==> src/rtl/core/kvl_pkg.sv <==
package kvl_pkg;

    // fixed field widths
    localparam int DATA_W      = 32;
    localparam int SLOT_W      = 6;
    localparam int KEY_COUNT_W = 7;

    // product and quotient of one interpolation step
    localparam int PROD_W      = 2 * DATA_W;
    localparam int STEP_W      = $clog2(PROD_W);
    localparam int QSAT_BIT    = 40;

    localparam logic [KEY_COUNT_W-1:0] KEY_COUNT_RESET = 7'd1;

    // opcodes
    localparam logic OP_LOAD  = 1'b0;
    localparam logic OP_QUERY = 1'b1;

    // input transaction
    typedef struct packed {
        logic                     opcode;
        logic [SLOT_W-1:0]        key_slot;
        logic [DATA_W-1:0]        key_stamp;
        logic signed [DATA_W-1:0] key_x;
        logic signed [DATA_W-1:0] key_y;
        logic signed [DATA_W-1:0] key_z;
        logic [DATA_W-1:0]        query_stamp;
    } kvl_in_t;

    // output transaction
    typedef struct packed {
        logic signed [DATA_W-1:0] out_x;
        logic signed [DATA_W-1:0] out_y;
        logic signed [DATA_W-1:0] out_z;
        logic                     zero_span;
    } kvl_out_t;

    // one stored keyframe
    typedef struct packed {
        logic [DATA_W-1:0] stamp;
        logic [DATA_W-1:0] x;
        logic [DATA_W-1:0] y;
        logic [DATA_W-1:0] z;
    } kvl_key_t;

    // request to one interpolation unit
    typedef struct packed {
        logic              launch;
        logic [DATA_W-1:0] start_val;
        logic [DATA_W-1:0] end_val;
        logic [DATA_W-1:0] num_mag;
        logic              num_neg;
        logic [DATA_W-1:0] den_mag;
        logic              den_neg;
    } kvl_lerp_req_t;

endpackage

==> src/rtl/core/kvl_lerp.sv <==
module kvl_lerp
    import kvl_pkg::*;
(
    input  logic                     clk,
    input  logic                     rst_n,
    input  kvl_lerp_req_t            req,
    output logic                     done,
    output logic signed [DATA_W-1:0] result
);

    typedef enum logic [1:0] {
        L_IDLE,
        L_MUL,
        L_DIV,
        L_FIN
    } lerp_state_t;

    lerp_state_t              state_reg;
    logic [STEP_W-1:0]        step_reg;
    logic [DATA_W-1:0]        start_reg;
    logic [DATA_W-1:0]        num_reg;
    logic [DATA_W-1:0]        delta_reg;
    logic [DATA_W-1:0]        den_reg;
    logic                     neg_reg;
    logic [PROD_W-1:0]        prod_reg;
    logic [DATA_W-1:0]        rem_reg;
    logic [PROD_W-1:0]        quot_reg;

    logic signed [DATA_W:0]   delta;
    logic [DATA_W-1:0]        delta_mag;
    logic                     delta_neg;
    logic [DATA_W:0]          rem_shift;
    logic                     rem_ge;
    logic [DATA_W-1:0]        rem_next;
    logic [QSAT_BIT:0]        qmag;
    logic signed [DATA_W+10:0] sum;

    // segment delta and its magnitude
    always_comb
    begin
        delta     = $signed({req.end_val[DATA_W-1], req.end_val})
                  - $signed({req.start_val[DATA_W-1], req.start_val});
        delta_neg = delta[DATA_W];
        delta_mag = delta_neg ? DATA_W'(-delta) : delta[DATA_W-1:0];
    end

    // one restoring division step
    always_comb
    begin
        rem_shift = {rem_reg, prod_reg[PROD_W-1]};
        rem_ge    = rem_shift >= {1'b0, den_reg};
        rem_next  = rem_ge ? DATA_W'(rem_shift - {1'b0, den_reg}) : rem_shift[DATA_W-1:0];
    end

    // clamp quotient, apply sign, saturate
    always_comb
    begin
        qmag = (|quot_reg[PROD_W-1:QSAT_BIT]) ? {1'b1, {QSAT_BIT{1'b0}}}
                                              : quot_reg[QSAT_BIT:0];
        if (neg_reg)
        begin
            sum = $signed({{11{start_reg[DATA_W-1]}}, start_reg}) - $signed({2'b00, qmag});
        end
        else
        begin
            sum = $signed({{11{start_reg[DATA_W-1]}}, start_reg}) + $signed({2'b00, qmag});
        end
        if (sum > 43'sd2147483647)
        begin
            result = 32'sh7FFF_FFFF;
        end
        else if (sum < -43'sd2147483648)
        begin
            result = 32'sh8000_0000;
        end
        else
        begin
            result = sum[DATA_W-1:0];
        end
        done = (state_reg == L_FIN);
    end

    // sequencer: operand capture, multiply, divide, finish
    always_ff @(posedge clk or negedge rst_n)
    begin
        if (!rst_n)
        begin
            state_reg <= L_IDLE;
            step_reg  <= '0;
        end
        else
        begin
            unique case (state_reg)
                L_IDLE:
                begin
                    if (req.launch)
                    begin
                        start_reg <= req.start_val;
                        num_reg   <= req.num_mag;
                        delta_reg <= delta_mag;
                        den_reg   <= req.den_mag;
                        neg_reg   <= req.num_neg ^ req.den_neg ^ delta_neg;
                        state_reg <= L_MUL;
                    end
                end
                L_MUL:
                begin
                    prod_reg  <= PROD_W'(num_reg) * PROD_W'(delta_reg);
                    rem_reg   <= '0;
                    quot_reg  <= '0;
                    step_reg  <= '0;
                    state_reg <= L_DIV;
                end
                L_DIV:
                begin
                    rem_reg  <= rem_next;
                    quot_reg <= {quot_reg[PROD_W-2:0], rem_ge};
                    prod_reg <= {prod_reg[PROD_W-2:0], 1'b0};
                    step_reg <= step_reg + 1'b1;
                    if (step_reg == {STEP_W{1'b1}})
                    begin
                        state_reg <= L_FIN;
                    end
                end
                L_FIN:
                begin
                    state_reg <= L_IDLE;
                end
                default:
                begin
                    state_reg <= L_IDLE;
                end
            endcase
        end
    end

    // divisor is never zero while dividing
    a_den_nonzero: assert property (@(posedge clk) disable iff (!rst_n)
        state_reg == L_DIV |-> den_reg != '0)
        else $error("division with zero divisor");

    // a launch is only honored when idle
    a_launch_idle: assert property (@(posedge clk) disable iff (!rst_n)
        req.launch |-> state_reg == L_IDLE)
        else $error("launch while busy");

    // division takes a full pass of steps
    a_fin_after_div: assert property (@(posedge clk) disable iff (!rst_n)
        $rose(done) |-> $past(state_reg == L_DIV && step_reg == {STEP_W{1'b1}}))
        else $error("finish without full division");

endmodule

==> config.mk <==
export PLATFORM = sky130hd
export DESIGN_NAME = kvl_lerp
export DESIGN_NICKNAME = d
export VERILOG_FILES = /design/src/rtl/core/kvl_pkg.sv /design/src/rtl/core/kvl_lerp.sv
export SDC_FILE = /design/constraint.sdc
export NUM_CORES = 2
export LEC_CHECK = 0
export ABC_CLOCK_PERIOD_IN_PS = 12560
export BUFFER_PORTS_ARGS = -buffer_cell sky130_fd_sc_hd__buf_2
export CORE_MARGIN = 3
export CORE_UTILIZATION = 40
export DETAILED_ROUTE_END_ITERATION = 10
export GPL_TIMING_DRIVEN = 1
export PLACE_DENSITY = 0.67
export SYNTH_ARGS = -nofsm -noshare
export SYNTH_HDL_FRONTEND = slang
export SYNTH_SLANG_ARGS = --single-unit
export TNS_END_PERCENT = 5
==> constraint.sdc <==
create_clock -name clk -period 12.56 [get_ports clk]
set_input_delay 0.628 -clock clk [delete_from_list [all_inputs] [get_ports clk]]
set_output_delay 0.628 -clock clk [all_outputs]
set_load 0.1 [all_outputs]
==> reports/results.ini <==
[outcome]
status=completed

[layout]
fillers=12300
area_growth_pct=7.48
final_nets=6943
drive_above_1_share=0.0647

[logic_synthesis]
async_flop_share=0.0269
synth_area_leaders=fa_1, edfxtp_1, ha_1
synth_cell_types=82
yosysSeqAreaShare=0.171
synth_most_common_cell=inv_1
syn_nets=6947
syn_area_per_cell_sq_um=9.39
yosysWarningCount=0
syn_inst=5540
yosysTopAreaCell=fa_1
ys.flop_type=edfxtp_1
synth_top_area_share=0.346
synth_edf_count=289
synth_area_sq_um=52000
ys_ff_latch=297
synth_common_cells=inv_1, fa_1, nand2_1, and2_1, ha_1

[critical_path]
arrival_ns=9.81
crit_required_ns=12.90
cp_top_family=adder cells
end_kind=flop
slowest_delay_ns=1.26
critPathLaunchType=flop
slowest_stage=edfxtp_1
crit_type=reg -> reg
worstPathMaxFanout=32
worst-path-buf-inv=5
crit_top_cell=fa_1

[clock_network]
cts_buffers=42
cts.sinks=297
clock_path_buffers=3
cts_root_buffer=clkbuf_16
clk_pin_slew_ns=0.08
worstSkewPairLatency_ns=0.65
tritoncts=yes
post_cts_buffers=0
htree_num_levels=2
cts_resized=0

[global_routing]
overflow=0
grt_max_degree=126
grt_pass1_vias=41000
antenna_found_initial=4
grt_pass1_wl_um=223000
grt.total_usage=0.207

[timing]
rsz0062_at_grt=no
fin_crit_ns=9.47
max_slew_margin=0.0902
hold_viol_final=0
fin_skew_ns=0.0642
tns_ns=0
finalCritPeriodShare=0.754
fmax_mhz=106
tightest_slew_ns=1.36
final_max_slew_viol_count=0
setup_viol=0
worst_slack_ns=3.09

[pwr]
power.internal_mw=2.26
power_mw=3.32
seqPwrFrac=0.376
p_leak_nw=26.0
p_comb_frac=0.249
swShare=0.318
pwr-share-clk=0.375
powerDensity_nw_per_um2=59.3
power.switching_mw=1.05
vdd.ir_drop.worst_v=0.0000882

[hold_path]
hold_path.class=in -> reg

[drt]
final_antenna_net_count=0
dr.pass1.iters=5
wl_per_cell_um=18.9
drt_wl_total_um=138000
avgViaCountPerCell=5.28
drc=0
vias=38600
drt-initial-drc-count=2612

[placed_design]
dp_hpwl_um=107000
dp_slack_ns=3.25
gp_routability_congestion=0.904
port-buffer-count=165

[die]
dieWidth_um=367
core_area_sq_um=128000
die_area_sq_um=134000
initial_core_util=0.405
pin_count=166
rows=131
dieHeight_um=367

[run]
drv_cap=0

[cell usage in the layout (no fill, tap or decap), types with 140 or more instances in the layout]
| cell | count |
|---|---|
| a21oi_1 | 181 |
| and2_1 | 665 |
| buf_2 | 165 |
| edfxtp_1 | 289 |
| fa_1 | 899 |
| ha_1 | 374 |
| inv_1 | 972 |
| nand2_1 | 670 |
| nor2_1 | 140 |
| o21ai_0 | 181 |
[stage by stage]
stage,utilization,instances,area (sq um),hold WS [ns]
2_1_floorplan,-,5540,52000,0.332
5_1_grt,0.436,7296,55900,0.117
6_report,0.436,7300,55900,0.151
3_3_place_gp,0.425,7220,54500,0.493
3_5_place_dp,0.425,7220,54500,0.498
4_1_cts,0.436,7296,55900,0.0999
[kinds of logic (layout without fill, tap and decap cells)]
group                    count (synthesis)  in the layout  synth area share
AO/OA/AOI/OAI                          741            741            0.0920
buffers and inverters                 1258           1285            0.0914
flip-flops                             297            297             0.171
multiplexers                            36             36           0.00707
adder cells (fa/ha/maj)               1274           1274             0.436
AND/OR/NAND/NOR                       1735           1735             0.169
other                                    0              4                 0
XOR/XNOR                               199            199            0.0335
[final timing paths]
kind | start | endpoint | slack (ns) | cells after the start
hold / removal | req[56] | num_reg[22]$_DFFE_PP_ | 0.15 | 1
setup / recovery | num_reg[8]$_DFFE_PP_ | prod_reg[63]$_DFFE_PP_ | 3.09 | 26
min in group asynchronous | rst_n | state_reg[0]$_DFFE_PN0P_ | 0.47 | 2
setup reg to reg | num_reg[8]$_DFFE_PP_ | prod_reg[63]$_DFFE_PP_ | 3.09 | 26
max in group asynchronous | rst_n | step_reg[2]$_DFFE_PN0N_ | 11.90 | 2
hold reg to reg | step_reg[0]$_DFFE_PN0N_ | step_reg[0]$_DFFE_PN0N_ | 0.50 | 1
[layer usage]
layer	wire [um]	part of all wire	GRT usage	vias to the layer above
met1	57100	0.41	0.271	19600
met5	0	0	0	-
met3	8310	0.060	0.0264	258
li1	-	-	-	17500
met4	4770	0.035	0.0648	0
met2	67700	0.49	0.357	1258
[power by group through the flow]
| stage | combinational [mW] | clock, mW | sequential, mW |
|---|---|---|---|
| final | 0.826 | 1.24 | 1.25 |
| after global routing | 0.928 | 1.32 | 1.26 |
| after CTS | 0.821 | 1.29 | 1.25 |
| after detailed placement | 0.816 | 0 | 1.27 |
| after global placement | 0.797 | 0 | 1.27 |
| after floorplan | 0.632 | 0 | 1.25 |
[worst register-to-register path, cell delays in order (launching register included)]
cell      delay [ns]
edfxtp_1        1.26
nand2_1         0.23
fa_1            0.44
inv_1           0.07
fa_1            0.44
fa_1            0.51
inv_1           0.05
fa_1            0.49
inv_1           0.06
fa_1            0.50
inv_1           0.05
fa_1            0.54
inv_1           0.06
fa_1            0.38
fa_1            0.48
ha_1            0.37
a21oi_1         0.37
o21bai_1        0.12
a21o_1          0.19
a211oi_1        0.30
o21ai_0         0.30
a41oi_1         0.59
o21ai_0         0.33
a211oi_1        0.47
o41ai_1         0.16
xnor2_1         0.15
mux2_2          0.27
[repair_timing]
| action | 4_1_cts | 5_1_grt |
|---|---|---|
| hold buffers | 1 | 0 |
| endpoints found under the hold margin | 8 | 0 |
| endpoints found under the setup margin | 0 | 0 |
[area by class of cell]
class	count	area (sq um)	share of cell area
multi-input cells	3985	38400	0.687
flip-flops and latches	297	8880	0.159
inverters	973	3650	0.0653
repair buffers	237	1370	0.0245
well taps	1729	2160	0.0387
clock buffers	52	1120	0.0200
diodes	4	10.0	0.000179
clock inverters	23	285	0.00510
Note: power is estimated with default switching activity, not from simulation.
